`config.mk`:
```
export PLATFORM = sky130hd
export DESIGN_NAME = zero_run_visibility_decoder_top_flat
export DESIGN_NICKNAME = d
export VERILOG_FILES = /design/src/hw/rtl/zrvd_pkg.sv /design/src/hw/rtl/zrvd_in_if.sv /design/src/hw/rtl/zrvd_out_if.sv /design/src/hw/rtl/zrvd_queue.sv /design/src/hw/rtl/zrvd_front.sv /design/src/hw/rtl/zrvd_back.sv /design/src/hw/rtl/zero_run_visibility_decoder_top.sv /design/src/flat_wrapper.sv
export SDC_FILE = /design/constraint.sdc
export NUM_CORES = 1
export LEC_CHECK = 0
export ABC_AREA = 1
export BUFFER_PORTS_ARGS = -buffer_cell sky130_fd_sc_hd__buf_4
export CORE_MARGIN = 5
export CORE_UTILIZATION = 56
export CTS_BUF_LIST = sky130_fd_sc_hd__clkbuf_2 sky130_fd_sc_hd__clkbuf_4 sky130_fd_sc_hd__clkbuf_8
export CTS_CLUSTER_DIAMETER = 30
export DETAILED_ROUTE_END_ITERATION = 16
export PLACE_DENSITY = 0.87
export SETUP_SLACK_MARGIN = 0.1
export SLEW_MARGIN = 10
export SYNTH_ARGS = -nofsm -noshare
export SYNTH_HDL_FRONTEND = slang
export SYNTH_SLANG_ARGS = --single-unit
```
`constraint.sdc`:
```
create_clock -name clk -period 9.2 [get_ports clk]
set_clock_uncertainty 0.2 [all_clocks]
set_input_delay 0.46 -clock clk [delete_from_list [all_inputs] [get_ports clk]]
set_output_delay 0.46 -clock clk [all_outputs]
set_load 0.03 [all_outputs]
```
`src/hw/rtl/zrvd_pkg.sv`:
```
// Shared types and constants of the zero-run visibility decoder.
`default_nettype none

package zrvd_pkg;

    localparam int LEAF_COUNT_W = 13;
    localparam int MAX_ROW_BYTES_DEFAULT = 512;
    localparam logic [LEAF_COUNT_W-1:0] LEAF_COUNT_RESET = 13'd4096;
    localparam logic [7:0] ALL_ONES_BYTE = 8'hff;
    localparam logic [7:0] ZERO_BYTE = 8'h00;
    localparam int QUEUE_DEPTH = 2;
    localparam int WORD_BYTES = 8;

    // Work orders passed from the front part to the back part.
    typedef enum logic [1:0] {
        OP_LIT,
        OP_RUN,
        OP_ONES
    } zrvd_op_t;

    typedef struct packed {
        zrvd_op_t   op;
        logic [7:0] byte_val;
    } zrvd_cmd_t;

    // Head of the queue as seen by the back part.
    typedef struct packed {
        logic      valid;
        zrvd_cmd_t cmd;
    } zrvd_head_t;

endpackage : zrvd_pkg

`default_nettype wire

```
`src/hw/rtl/zrvd_in_if.sv`:
```
// Input channel of the decoder: one compressed byte or command per item.
`default_nettype none

interface zrvd_in_if;
    logic       valid;
    logic       ready;
    logic       cmd;
    logic [7:0] data_byte;

    modport source (output valid, output cmd, output data_byte, input ready);
    modport sink (input valid, input cmd, input data_byte, output ready);
endinterface : zrvd_in_if

`default_nettype wire

```
`src/hw/rtl/zrvd_out_if.sv`:
```
// Output channel of the decoder: one packed word of decoded bytes per item.
`default_nettype none

interface zrvd_out_if;
    logic        valid;
    logic        ready;
    logic [63:0] data_word;
    logic [3:0]  valid_bytes;
    logic        last_of_row;
    logic        overrun;

    modport source (output valid, output data_word, output valid_bytes,
                    output last_of_row, output overrun, input ready);
    modport sink (input valid, input data_word, input valid_bytes,
                  input last_of_row, input overrun, output ready);
endinterface : zrvd_out_if

`default_nettype wire

```
`src/hw/rtl/zrvd_queue.sv`:
```
// Short command queue between the front and back parts of the decoder.
`default_nettype none

module zrvd_queue (
    input  wire logic               clk,
    input  wire logic               rst_n,
    input  wire logic               flush,
    input  wire logic               push,
    input  wire zrvd_pkg::zrvd_cmd_t push_cmd,
    output logic                    full,
    input  wire logic               pop,
    output zrvd_pkg::zrvd_head_t    head
);
    import zrvd_pkg::*;

    localparam int PTR_W = (QUEUE_DEPTH > 1) ? $clog2(QUEUE_DEPTH) : 1;
    localparam int CNT_W = $clog2(QUEUE_DEPTH + 1);

    zrvd_cmd_t              entry_reg [QUEUE_DEPTH];
    logic [PTR_W-1:0]       wr_ptr_reg, wr_ptr_next;
    logic [PTR_W-1:0]       rd_ptr_reg, rd_ptr_next;
    logic [CNT_W-1:0]       count_reg, count_next;
    logic                   do_push, do_pop;

    assign full    = (count_reg == CNT_W'(QUEUE_DEPTH));
    assign do_push = push && !full;
    assign do_pop  = pop && (count_reg != '0);

    assign head.valid = (count_reg != '0);
    assign head.cmd   = entry_reg[rd_ptr_reg];

    always_comb
    begin
        wr_ptr_next = wr_ptr_reg;
        rd_ptr_next = rd_ptr_reg;
        count_next  = count_reg;
        if (do_push)
        begin
            wr_ptr_next = (wr_ptr_reg == PTR_W'(QUEUE_DEPTH - 1)) ? '0 : wr_ptr_reg + 1'b1;
        end
        if (do_pop)
        begin
            rd_ptr_next = (rd_ptr_reg == PTR_W'(QUEUE_DEPTH - 1)) ? '0 : rd_ptr_reg + 1'b1;
        end
        if (do_push && !do_pop)
        begin
            count_next = count_reg + 1'b1;
        end
        else if (do_pop && !do_push)
        begin
            count_next = count_reg - 1'b1;
        end
        if (flush)
        begin
            wr_ptr_next = '0;
            rd_ptr_next = '0;
            count_next  = '0;
        end
    end

    always_ff @(posedge clk or negedge rst_n)
    begin
        if (!rst_n)
        begin
            wr_ptr_reg <= '0;
            rd_ptr_reg <= '0;
            count_reg  <= '0;
        end
        else
        begin
            wr_ptr_reg <= wr_ptr_next;
            rd_ptr_reg <= rd_ptr_next;
            count_reg  <= count_next;
        end
    end

    always_ff @(posedge clk)
    begin
        if (do_push)
        begin
            entry_reg[wr_ptr_reg] <= push_cmd;
        end
    end

endmodule : zrvd_queue

`default_nettype wire

```
`src/hw/rtl/zrvd_front.sv`:
```
// Front part: accepts input items and turns them into decode commands.
`default_nettype none

module zrvd_front (
    input  wire logic                clk,
    input  wire logic                rst_n,
    input  wire logic                restart,
    zrvd_in_if.sink                  stream,
    input  wire logic                queue_full,
    output logic                     push,
    output zrvd_pkg::zrvd_cmd_t      push_cmd
);
    import zrvd_pkg::*;

    logic expect_run_reg, expect_run_next;
    logic accept;

    assign stream.ready = !queue_full;
    assign accept       = stream.valid && stream.ready;

    always_comb
    begin
        expect_run_next   = expect_run_reg;
        push              = 1'b0;
        push_cmd.op       = OP_LIT;
        push_cmd.byte_val = stream.data_byte;
        if (accept)
        begin
            if (stream.cmd)
            begin
                // The all-ones row drops a pending run count.
                push            = 1'b1;
                push_cmd.op     = OP_ONES;
                expect_run_next = 1'b0;
            end
            else if (expect_run_reg)
            begin
                push            = 1'b1;
                push_cmd.op     = OP_RUN;
                expect_run_next = 1'b0;
            end
            else if (stream.data_byte != ZERO_BYTE)
            begin
                push        = 1'b1;
                push_cmd.op = OP_LIT;
            end
            else
            begin
                expect_run_next = 1'b1;
            end
        end
        if (restart)
        begin
            expect_run_next = 1'b0;
        end
    end

    always_ff @(posedge clk or negedge rst_n)
    begin
        if (!rst_n)
        begin
            expect_run_reg <= 1'b0;
        end
        else
        begin
            expect_run_reg <= expect_run_next;
        end
    end

endmodule : zrvd_front

`default_nettype wire

```
`src/hw/rtl/zrvd_back.sv`:
```
// Back part: executes decode commands and packs bytes into output words.
`default_nettype none

module zrvd_back #(
    parameter int MAX_ROW_BYTES = zrvd_pkg::MAX_ROW_BYTES_DEFAULT
) (
    input  wire logic                             clk,
    input  wire logic                             rst_n,
    input  wire logic                             cfg_wr_en,
    input  wire logic [zrvd_pkg::LEAF_COUNT_W-1:0] cfg_wr_data,
    input  wire zrvd_pkg::zrvd_head_t             head,
    output logic                                  pop,
    zrvd_out_if.source                            words
);
    import zrvd_pkg::*;

    localparam int LEN_W = $clog2(MAX_ROW_BYTES + 1);
    localparam int CNT_W = (LEN_W > 8) ? LEN_W : 8;
    localparam int SUM_W = LEAF_COUNT_W + 1;

    logic [LEN_W-1:0]  row_len_reg;
    logic [LEN_W-1:0]  row_len_cfg;
    logic [SUM_W-1:0]  leaf_sum;
    logic [SUM_W-1:0]  len_raw;

    logic              busy_reg;
    zrvd_op_t          op_reg;
    logic [CNT_W-1:0]  left_reg;
    logic              clip_reg;
    logic [63:0]       acc_reg;
    logic [2:0]        fill_reg;
    logic [LEN_W-1:0]  row_pos_reg;

    logic              out_valid_reg;
    logic [63:0]       out_word_reg;
    logic [3:0]        out_bytes_reg;
    logic              out_last_reg;
    logic              out_overrun_reg;

    logic              step;
    zrvd_op_t          cur_op;
    logic [CNT_W-1:0]  cur_left;
    logic              cur_clip;
    logic [63:0]       cur_acc;
    logic [2:0]        cur_fill;
    logic [LEN_W-1:0]  cur_row_pos;
    logic [LEN_W-1:0]  remaining;
    logic [3:0]        space;
    logic [3:0]        n_bytes;
    logic [3:0]        new_fill;
    logic [LEN_W:0]    row_sum;
    logic              row_end;
    logic              word_done;
    logic [7:0]        fill_val;
    logic [63:0]       acc_new;
    logic [CNT_W-1:0]  left_new;

    // Row length from the leaf count, saturated and never zero.
    assign leaf_sum = SUM_W'(cfg_wr_data) + SUM_W'(7);
    assign len_raw  = leaf_sum >> 3;
    always_comb
    begin
        if (len_raw > SUM_W'(MAX_ROW_BYTES))
        begin
            row_len_cfg = LEN_W'(MAX_ROW_BYTES);
        end
        else if (len_raw == '0)
        begin
            row_len_cfg = LEN_W'(1);
        end
        else
        begin
            row_len_cfg = len_raw[LEN_W-1:0];
        end
    end

    assign step = (busy_reg || head.valid) && (!out_valid_reg || words.ready);
    assign pop  = step && !busy_reg;

    // The first step of a command works straight off the queue head.
    always_comb
    begin
        cur_op      = busy_reg ? op_reg : head.cmd.op;
        cur_acc     = acc_reg;
        cur_fill    = fill_reg;
        cur_row_pos = row_pos_reg;
        cur_left    = left_reg;
        cur_clip    = clip_reg;
        remaining   = row_len_reg - row_pos_reg;
        if (!busy_reg)
        begin
            case (head.cmd.op)
                OP_RUN:
                begin
                    cur_clip = CNT_W'(head.cmd.byte_val) > CNT_W'(remaining);
                    cur_left = cur_clip ? CNT_W'(remaining) : CNT_W'(head.cmd.byte_val);
                end
                OP_ONES:
                begin
                    // A new all-ones row throws away any partial row.
                    cur_acc     = '0;
                    cur_fill    = '0;
                    cur_row_pos = '0;
                    cur_left    = CNT_W'(row_len_reg);
                    cur_clip    = 1'b0;
                end
                default:
                begin
                    cur_left = CNT_W'(1);
                    cur_clip = 1'b0;
                end
            endcase
        end
    end

    always_comb
    begin
        space    = 4'd8 - {1'b0, cur_fill};
        n_bytes  = (cur_left < CNT_W'(space)) ? cur_left[3:0] : space;
        new_fill = {1'b0, cur_fill} + n_bytes;
        row_sum  = (LEN_W+1)'(cur_row_pos) + (LEN_W+1)'(n_bytes);
        row_end  = row_sum >= (LEN_W+1)'(row_len_reg);
        word_done = (new_fill == 4'd8) || row_end;
        left_new = cur_left - CNT_W'(n_bytes);
        case (cur_op)
            OP_LIT:  fill_val = head.cmd.byte_val;
            OP_ONES: fill_val = ALL_ONES_BYTE;
            default: fill_val = ZERO_BYTE;
        endcase
        for (int b = 0; b < WORD_BYTES; b++)
        begin
            if ((4'(b) >= {1'b0, cur_fill}) && (4'(b) < new_fill))
            begin
                acc_new[b*8 +: 8] = fill_val;
            end
            else
            begin
                acc_new[b*8 +: 8] = cur_acc[b*8 +: 8];
            end
        end
    end

    always_ff @(posedge clk or negedge rst_n)
    begin
        if (!rst_n)
        begin
            row_len_reg   <= LEN_W'(MAX_ROW_BYTES);
            busy_reg      <= 1'b0;
            fill_reg      <= '0;
            row_pos_reg   <= '0;
            acc_reg       <= '0;
            out_valid_reg <= 1'b0;
        end
        else if (cfg_wr_en)
        begin
            row_len_reg <= row_len_cfg;
            busy_reg    <= 1'b0;
            fill_reg    <= '0;
            row_pos_reg <= '0;
            acc_reg     <= '0;
        end
        else
        begin
            if (step && word_done)
            begin
                out_valid_reg <= 1'b1;
            end
            else if (words.ready)
            begin
                out_valid_reg <= 1'b0;
            end
            if (step)
            begin
                busy_reg <= (left_new != '0);
                if (word_done)
                begin
                    acc_reg       <= '0;
                    fill_reg      <= '0;
                    row_pos_reg   <= row_end ? '0 : row_sum[LEN_W-1:0];
                end
                else
                begin
                    acc_reg     <= acc_new;
                    fill_reg    <= new_fill[2:0];
                    row_pos_reg <= row_sum[LEN_W-1:0];
                end
            end
        end
    end

    always_ff @(posedge clk)
    begin
        if (step)
        begin
            op_reg   <= cur_op;
            left_reg <= left_new;
            clip_reg <= cur_clip;
            if (word_done)
            begin
                out_word_reg    <= acc_new;
                out_bytes_reg   <= new_fill;
                out_last_reg    <= row_end;
                out_overrun_reg <= row_end && cur_clip;
            end
        end
    end

    assign words.valid       = out_valid_reg;
    assign words.data_word   = out_word_reg;
    assign words.valid_bytes = out_bytes_reg;
    assign words.last_of_row = out_last_reg;
    assign words.overrun     = out_overrun_reg;

endmodule : zrvd_back

`default_nettype wire

```
`src/hw/rtl/zero_run_visibility_decoder_top.sv`:
```
// Top level of the zero-run visibility decoder.
// The stream channel takes one item per transfer: cmd 0 carries a compressed
// byte, cmd 1 asks for a whole row of 0xff bytes. The words channel returns
// packed 64-bit words, first byte in the lowest bits, with the count of valid
// bytes, a flag on the last word of each row and an overrun flag when a zero
// run was clipped at the row end.
// The back part adds a literal byte to the word it packs; it fills a zero run
// or an all-ones row word by word, taking no new command until it is done.
// A word appears on the words channel the cycle after the step completing it.
// A two-entry command queue keeps the input flowing while the back part
// works through runs, so input stalls only when that queue is full.
// The output word sits in a register; while the receiver holds ready low,
// the back part waits and the queue fills, then the stream is held off.
// Writing leaf_count sets the row length and restarts decoding from a row
// start. Reset sets a row length of MAX_ROW_BYTES and an empty pipeline.
`default_nettype none

module zero_run_visibility_decoder_top #(
    parameter int MAX_ROW_BYTES = zrvd_pkg::MAX_ROW_BYTES_DEFAULT
) (
    input  wire logic                              clk,
    input  wire logic                              rst_n,
    input  wire logic                              cfg_wr_en,
    input  wire logic [zrvd_pkg::LEAF_COUNT_W-1:0] cfg_wr_data,
    zrvd_in_if.sink                                stream,
    zrvd_out_if.source                             words
);
    import zrvd_pkg::*;

    logic       push;
    zrvd_cmd_t  push_cmd;
    logic       queue_full;
    logic       pop;
    zrvd_head_t head;

    zrvd_front u_front (
        .clk        (clk),
        .rst_n      (rst_n),
        .restart    (cfg_wr_en),
        .stream     (stream),
        .queue_full (queue_full),
        .push       (push),
        .push_cmd   (push_cmd)
    );

    zrvd_queue u_queue (
        .clk      (clk),
        .rst_n    (rst_n),
        .flush    (cfg_wr_en),
        .push     (push),
        .push_cmd (push_cmd),
        .full     (queue_full),
        .pop      (pop),
        .head     (head)
    );

    zrvd_back #(
        .MAX_ROW_BYTES (MAX_ROW_BYTES)
    ) u_back (
        .clk         (clk),
        .rst_n       (rst_n),
        .cfg_wr_en   (cfg_wr_en),
        .cfg_wr_data (cfg_wr_data),
        .head        (head),
        .pop         (pop),
        .words       (words)
    );

endmodule : zero_run_visibility_decoder_top

`default_nettype wire

```
`src/flat_wrapper.sv`:
```
// flat-port wrapper written by rule: the top's interface ports become plain ports
module zero_run_visibility_decoder_top_flat import zrvd_pkg::*;
#(
    parameter int MAX_ROW_BYTES = zrvd_pkg::MAX_ROW_BYTES_DEFAULT
)
  (clk, rst_n, cfg_wr_en, cfg_wr_data, stream_valid, stream_cmd, stream_data_byte, stream_ready, words_valid, words_data_word, words_valid_bytes, words_last_of_row, words_overrun, words_ready);
  zrvd_in_if stream_i ();
  zrvd_out_if words_i ();
  input  wire logic clk;
  input  wire logic rst_n;
  input  wire logic cfg_wr_en;
  input  wire logic [zrvd_pkg::LEAF_COUNT_W-1:0] cfg_wr_data;
  input wire logic [$bits(stream_i.valid)-1:0] stream_valid;
  input wire logic [$bits(stream_i.cmd)-1:0] stream_cmd;
  input wire logic [$bits(stream_i.data_byte)-1:0] stream_data_byte;
  output wire logic [$bits(stream_i.ready)-1:0] stream_ready;
  output wire logic [$bits(words_i.valid)-1:0] words_valid;
  output wire logic [$bits(words_i.data_word)-1:0] words_data_word;
  output wire logic [$bits(words_i.valid_bytes)-1:0] words_valid_bytes;
  output wire logic [$bits(words_i.last_of_row)-1:0] words_last_of_row;
  output wire logic [$bits(words_i.overrun)-1:0] words_overrun;
  input wire logic [$bits(words_i.ready)-1:0] words_ready;
  assign stream_i.valid = stream_valid;
  assign stream_i.cmd = stream_cmd;
  assign stream_i.data_byte = stream_data_byte;
  assign stream_ready = stream_i.ready;
  assign words_valid = words_i.valid;
  assign words_data_word = words_i.data_word;
  assign words_valid_bytes = words_i.valid_bytes;
  assign words_last_of_row = words_i.last_of_row;
  assign words_overrun = words_i.overrun;
  assign words_i.ready = words_ready;
  zero_run_visibility_decoder_top #(.MAX_ROW_BYTES(MAX_ROW_BYTES)) u_core (.clk(clk), .rst_n(rst_n), .cfg_wr_en(cfg_wr_en), .cfg_wr_data(cfg_wr_data), .stream(stream_i), .words(words_i));
endmodule
```
[Yosys cells after proc, flatten, opt, wreduce, memory -nomap -nowiden]
Memories as Yosys holds them, arrays and structs flattened.
Index checks and enable logic that the tools add are counted.
Word-level totals
  bits in registers: 177
  latch bits: 0
  bits in writable memories: 20
  memory bits (read-only): 0
  input bits: 27
  output and inout bits: 72
  logic and storage cells: 151
  memories: 1
Memory list
  u_core.u_queue.entry_reg: words 2, bits a word 10, rd ports 1, clocked after Yosys merged registers in 0, write ports 1, line zrvd_queue.sv:19  | zrvd_cmd_t entry_reg [QUEUE_DEPTH];
Operators by class
  $add $sub $neg: 10
  multipliers: 0
  div/mod/pow operators: 0
  order comparisons: 19
  eq/ne operators: 5
  shift operators: 0
  multiplexer cells: 61
  bitwise operators: 1
  reduce and logical (&&, ||, !) cells: 37
Operators with widths (count)
  $mux 64: 5
  $mux 10: 10
  $mux 8: 8
  $mux 1: 24
  $pmux 10 s2: 1
  $logic_and 1x1->1: 16
  $lt 3x4->1 const A: 4
  $pmux 8 s2: 1
  $mux 3: 5
  $add 13x3->14 const B: 1
  $logic_not 14->1: 1
  $mux 2: 6
  $reduce_bool 2->1: 6
  $add 10x4->11: 1
  $ge 11x10->1: 1
  $gt 11x10->1 const B: 1
  $gt 8x10->1: 1
  $lt 10x4->1: 1
  $reduce_bool 10->1: 1
  $sub 10x10->10: 1
  $sub 10x4->10: 1
  $ge 3x3->1 const A: 3
  $lt 1x4->1 const A: 2
  $lt 2x4->1 const A: 2
  18 further kinds: 30

[Longest topological paths before layout]
  depth in word-level cells: 14
  depth in mapped cells: 53
  depth with buffers taken out: 51

[Cells and area by module]
Synthesis repeated with hierarchy kept, for this count alone.
Unflattened totals
  cells, all modules: 1255
  area total of the unflattened synthesis: 11048.1 sq um
Modules (own cells, without submodules)
  zrvd_back: instances 1, cells an instance 1138, area each 9878.2 sq um, seq. area each 4720.8 sq um
  zrvd_queue: instances 1, cells an instance 89, area each 993.5 sq um, seq. area each 700.7 sq um
  zrvd_front: instances 1, cells an instance 28, area each 176.4 sq um, seq. area each 25.0 sq um

[Worst setup path after synthesis]
Ideal clock, no wire load.
  path type: flip-flop to flip-flop
  from: register u_core.u_back.row_len_reg[0]
  to: register u_core.u_back.out_word_reg[0], in the netlist u_core.u_back.words.data_word[0] (enable)
  setup time: 0.500 ns
  data arrival time: 8.994 ns
  required time: 8.500 ns
  setup slack: -0.495 ns
  cell stages (with the launch flop): 48
  path buffers: 0
  period minus slack after synthesis: 9.695 ns
  path through: dfrtp_1 -> inv_1 -> ha_1 -> inv_1 -> fa_1 -> nand3_1 -> nand2_1 -> a31oi_1 -> xor2_1 -> ha_1 -> nand2_1 -> inv_2 -> nand2_1 -> nor4_1 -> a21oi_2 -> nand3_4 -> clkinv_4 -> nand2_1 -> [12 not listed] -> inv_1 -> fa_1 -> inv_1 -> ha_1 -> a21boi_0 -> o21a_1 -> o21a_1 -> o21a_1 -> o21ai_0 -> nand2_1 -> a21oi_1 -> o21bai_1 -> nand3_1 -> nand3_1 -> inv_1 -> nand2_1 -> inv_1 -> nor2_1
Between the ends
  word-level cells in the longest chain between the ends: 11
  elaborated cells between the ends (all ways): 13
  classes of those cells: add/sub: 3; order compare: 3; eq/ne: 1; mux: 4; reduce/logical: 2
Ends and longest elaborated chain
  from (decl): line zrvd_back.sv:21  | logic [LEN_W-1:0] row_len_reg;
  from (signal assigned): line zrvd_back.sv:147  | row_len_reg <= LEN_W'(MAX_ROW_BYTES);
  from (signal assigned): line zrvd_back.sv:156  | row_len_reg <= row_len_cfg;
  $sub 10x10->10: line zrvd_back.sv:89  | remaining = row_len_reg - row_pos_reg;
  $gt 8x10->1: line zrvd_back.sv:95  | cur_clip = CNT_W'(head.cmd.byte_val) > CNT_W'(remaining);
  $mux 10: line zrvd_back.sv:96  | cur_left = cur_clip ? CNT_W'(remaining) : CNT_W'(head.cmd.byte_val);
  $pmux 10 s2: line zrvd_back.sv:92  | case (head.cmd.op)
  $mux 10: line zrvd_back.sv:90  | if (!busy_reg)
  $lt 10x4->1: line zrvd_back.sv:119  | n_bytes = (cur_left < CNT_W'(space)) ? cur_left[3:0] : space;
  $mux 4: line zrvd_back.sv:119
  $add 10x4->11: line zrvd_back.sv:121  | row_sum = (LEN_W+1)'(cur_row_pos) + (LEN_W+1)'(n_bytes);
  $ge 11x10->1 *: line zrvd_back.sv:122  | row_end = row_sum >= (LEN_W+1)'(row_len_reg);
  via u_core.u_back.row_end: line zrvd_back.sv:52  | logic row_end;
  $logic_or 1x1->1 *: line zrvd_back.sv:123  | word_done = (new_fill == 4'd8) || row_end;
  $reduce_and 2->1 (no source line) *
  to (signal assigned): line zrvd_back.sv:200  | out_word_reg <= acc_new;
  to (decl): line zrvd_back.sv:35  | logic [63:0] out_word_reg;
Mark *: on every way through the listed nets, which the timed path passes. The rest lies on a longest branch.
A chain may end at the register's enable or synchronous reset.

[Worst setup path in the final report]
  from: register u_core.u_back.row_len_reg[0]
  to: register u_core.u_back.acc_reg[6]
Between the ends
  elaborated cells between the ends (all ways): 18
  classes of those cells: add/sub: 3; order compare: 4; eq/ne: 1; mux: 8; reduce/logical: 2
RTL lines
  $sub 10x10->10: line zrvd_back.sv:89
  $gt 8x10->1: line zrvd_back.sv:95
  $mux 10: line zrvd_back.sv:96
  $pmux 10 s2: line zrvd_back.sv:92
  $mux 10: line zrvd_back.sv:90
  $lt 10x4->1: line zrvd_back.sv:119
  $mux 4: line zrvd_back.sv:119
  $add 10x4->11: line zrvd_back.sv:121
  $ge 11x10->1 *: line zrvd_back.sv:122
  via u_core.u_back.row_end: line zrvd_back.sv:52
  $logic_or 1x1->1 *: line zrvd_back.sv:123
  $mux 64 *: line zrvd_back.sv:175  | if (word_done)
  $mux 64 *: line zrvd_back.sv:172  | if (step)
  $mux 64 *: line zrvd_back.sv:154  | else if (cfg_wr_en)
  to (signal assigned): line zrvd_back.sv:183  | acc_reg <= acc_new;
  to (decl): line zrvd_back.sv:30  | logic [63:0] acc_reg;
Mark *: on every way through the listed nets, which the timed path passes. The rest lies on a longest branch. The select of a mux whose other input is x is not followed.

==> summary.txt <==
STA
  – Final Max Tran Viols: 0
  – Setup TNS: 0 ns
  – Setup-failing EPs final: 0
  – Period utilization: 0.915
  – Min Tclk post-route: 8.42 ns
  – Max-slew headroom: 0.358
  – Slew @ Worst Pin: 0.960 ns
  – Final Hold Vio Count: 0
  – Fmax: 119 MHz
  – Unrepaired setup endpoints after global routing: false

Global routing
  – Overflow left after global routing: 0
  – Largest net degree at the start of global routing: 72
  – First-pass GRT wire length: 42.3 mm
  – Gr usage total: 0.237
  – Antenna violations before repair: 0
  – Number of global-route vias before repair: 8500

Logic synthesis
  – Synth Area in XOR/XNOR: 0.0205
  – Post-synthesis cell area: 11100 sq um
  – Cells after Synth: 1263
  – Post-synth EDFFs: 103
  – Sequential area share after synthesis: 0.491
  – Adder-cell share of the synthesized area: 0.0603
  – Area share of the largest cell type after synthesis: 0.279
  – Post-synthesis compound-gate area fraction: 0.0713
  – Simple-Gate Fraction of Synth Area: 0.283
  – Library cells used by synthesis: 58
  – Mux contribution to synthesized area: 0.000903
  – Avg Cell Area, Syn: 8.78 sq um
  – Top post-synthesis cells by area: edfxtp_1, dfrtp_1, nand2_1
  – Synthesis Warnings: 0
  – Ys flop type: edfxtp_1
  – #FFs+latches synth: 197
  – Cell with the most instances after synthesis: nand2_1
  – Ys async rst share: 0.477
  – Largest family of logic cells by synthesized area: simple AND/OR/NAND/NOR gates
  – Syn_nets: 1341
  – Post-synth top cells: nand2_1, inv_1, nand3_1
  – Synth area leader: edfxtp_1

Placement
  – Final GP Congestion: 0.950
  – Port bufs: 98
  – DPL Wire Length: 19.0 mm

Drt
  – Wl on met1: 10.6 mm
  – Met2 Routed Length: 12.8 mm
  – Routed wl met3: 2.11 mm
  – Vias per cell: 5.52
  – Via count: 9070
  – Antenna Nets Post-Route: 0
  – DRC: 0
  – DR iter-0 viols: 1016
  – Drt first pass iters: 7
  – Routed wire length: 26.3 mm
  – Wire per inst: 16.0 microns
  – Highest metal used: met4

Critical path
  – Data arrival, critical path: 8.64 ns
  – R2R depth: 49
  – Startpoint types: flop
  – CP Class: flop to flop
  – CP endpoint kind: flop
  – RR Startpoint: u_core.u_back.row_len_reg[0]
  – Flop-to-flop setup slack: 0.78 ns
  – R2r endpoint: u_core.u_back.acc_reg[6]
  – Max incr delay on CP: 0.51 ns
  – Most repeated library cell on the critical path: nand2_1
  – Req. time, crit path: 9.42 ns
  – CP max FO: 21
  – Critical-path top delay cell: fa_1

Floorplanning
  – # IOs: 99
  – DIE HEIGHT: 151 microns
  – # rows: 51
  – Placeable core area: 19500 sq um
  – Starting Density: 0.569
  – Die width: 151 microns
  – Die area: 22700 sq um

Hold path
  – Hold path depth: 2
  – HP Start: cfg_wr_en
  – Worst Hold End: u_core.u_back.row_len_reg[9]
  – Hold Path Class: input port to flop

Clocking
  – Reg clk slew, reported paths: 0.11 ns
  – Clock latency on the worst-skew pair: 0.49 ns
  – Max clock buf depth: 2
  – CTS tree: yes
  – Clk sinks: 197
  – H-tree levels: 4
  – Root Buffer: clkbuf_8
  – CTS resizes: 0
  – Number of buffers created by CTS: 17

Run status
  – Status: finished, final reports clean

Cells and area
  – Diodes inserted: 0
  – Layout cells sized above 1: 0.176
  – Final net count: 1443
  – Area Overhead vs Synth: 13.3%

Flow run
  – Max Cap Viol: 0
metal layers:
layer,up-vias,track usage
met5,-,0
met1,4257,0.319
li1,4309,-
met3,64,0.0412
met4,0,0.0798
met2,440,0.390
cells in the final DEF, fill, tap and decap left out, drive strengths merged, types with 8 or more instances in the layout:
cell	count
dfrtp	93
clkbuf	18
a21oi	26
nand2	409
nor2	70
nor3	8
buf	106
o22ai	15
or2	11
edfxtp	103
o21ai	55
inv	168
xor2	20
and2	33
ha	47
nand3	126
dlygate4sd3	9
critical path, delay by kind of cell, from the launching register on:
family                     cells  cell delay, ns
AOI/OAI and AO/OA             13            2.20
buffers and inverters          8            1.10
DFF                            1            0.41
and+or+nand+nor               20            2.09
xor gates and xnor gates       1            0.28
adders and majority gates      7            2.07
metrics by stage:
step | hold WS, ns | setup WS (ns) | area [sq um] | cells | utilization
after floorplan | -0.0356 | 0.725 | 11100 | 1263 | -
after global placement | 0.177 | 1.03 | 12100 | 1602 | 0.620
after detailed placement | 0.177 | 0.872 | 12100 | 1602 | 0.620
after CTS | 0.0660 | 0.844 | 12600 | 1643 | 0.645
after global routing | 0.0684 | 0.115 | 12600 | 1643 | 0.645
final | 0.0871 | 0.779 | 12600 | 1643 | 0.645
logic make-up (layout without fill, tap and decap cells):
family	after synthesis	count (layout)
compound gates	120	120
xor+xnor	26	26
simple gates	672	672
mux	1	1
flops	197	197
fa+ha+maj	51	51
buf+inv	196	311
worst max path at each step:
stage	start	slack, ns	endpoint	cells after the start
final	u_core.u_back.row_len_reg[0]	0.78	u_core.u_back.acc_reg[6]	49
after floorplan	u_core.u_back.row_len_reg[0]	0.72	u_core.u_back.words.data_word[0]	47
after global placement	u_core.u_back.row_len_reg[0]	1.03	u_core.u_back.acc_reg[40]	49
after CTS	u_core.u_back.row_len_reg[0]	0.84	u_core.u_back.acc_reg[36]	49
after detailed placement	u_core.u_back.row_len_reg[0]	0.87	u_core.u_back.acc_reg[40]	49
after global routing	u_core.u_back.row_len_reg[0]	0.12	u_core.u_back.acc_reg[36]	49
final cells by class:
type	instances	area (sq um)
fill	1472	6900
sequential	197	5450
multi-input combinational	870	4850
timing repair buffer	115	911
inverter	164	621
tap	265	332
clock buffer	18	248
clock inverter	14	154
repair_timing:
item	CTS	global route
hold buffers	9	0
hold endpoints to repair	39	0
setup buffers	0	0
endpoints found under the setup margin	0	0
Power is not shown: default switching activity piles up to over one toggle a cycle in this logic, so the estimate is an artifact.
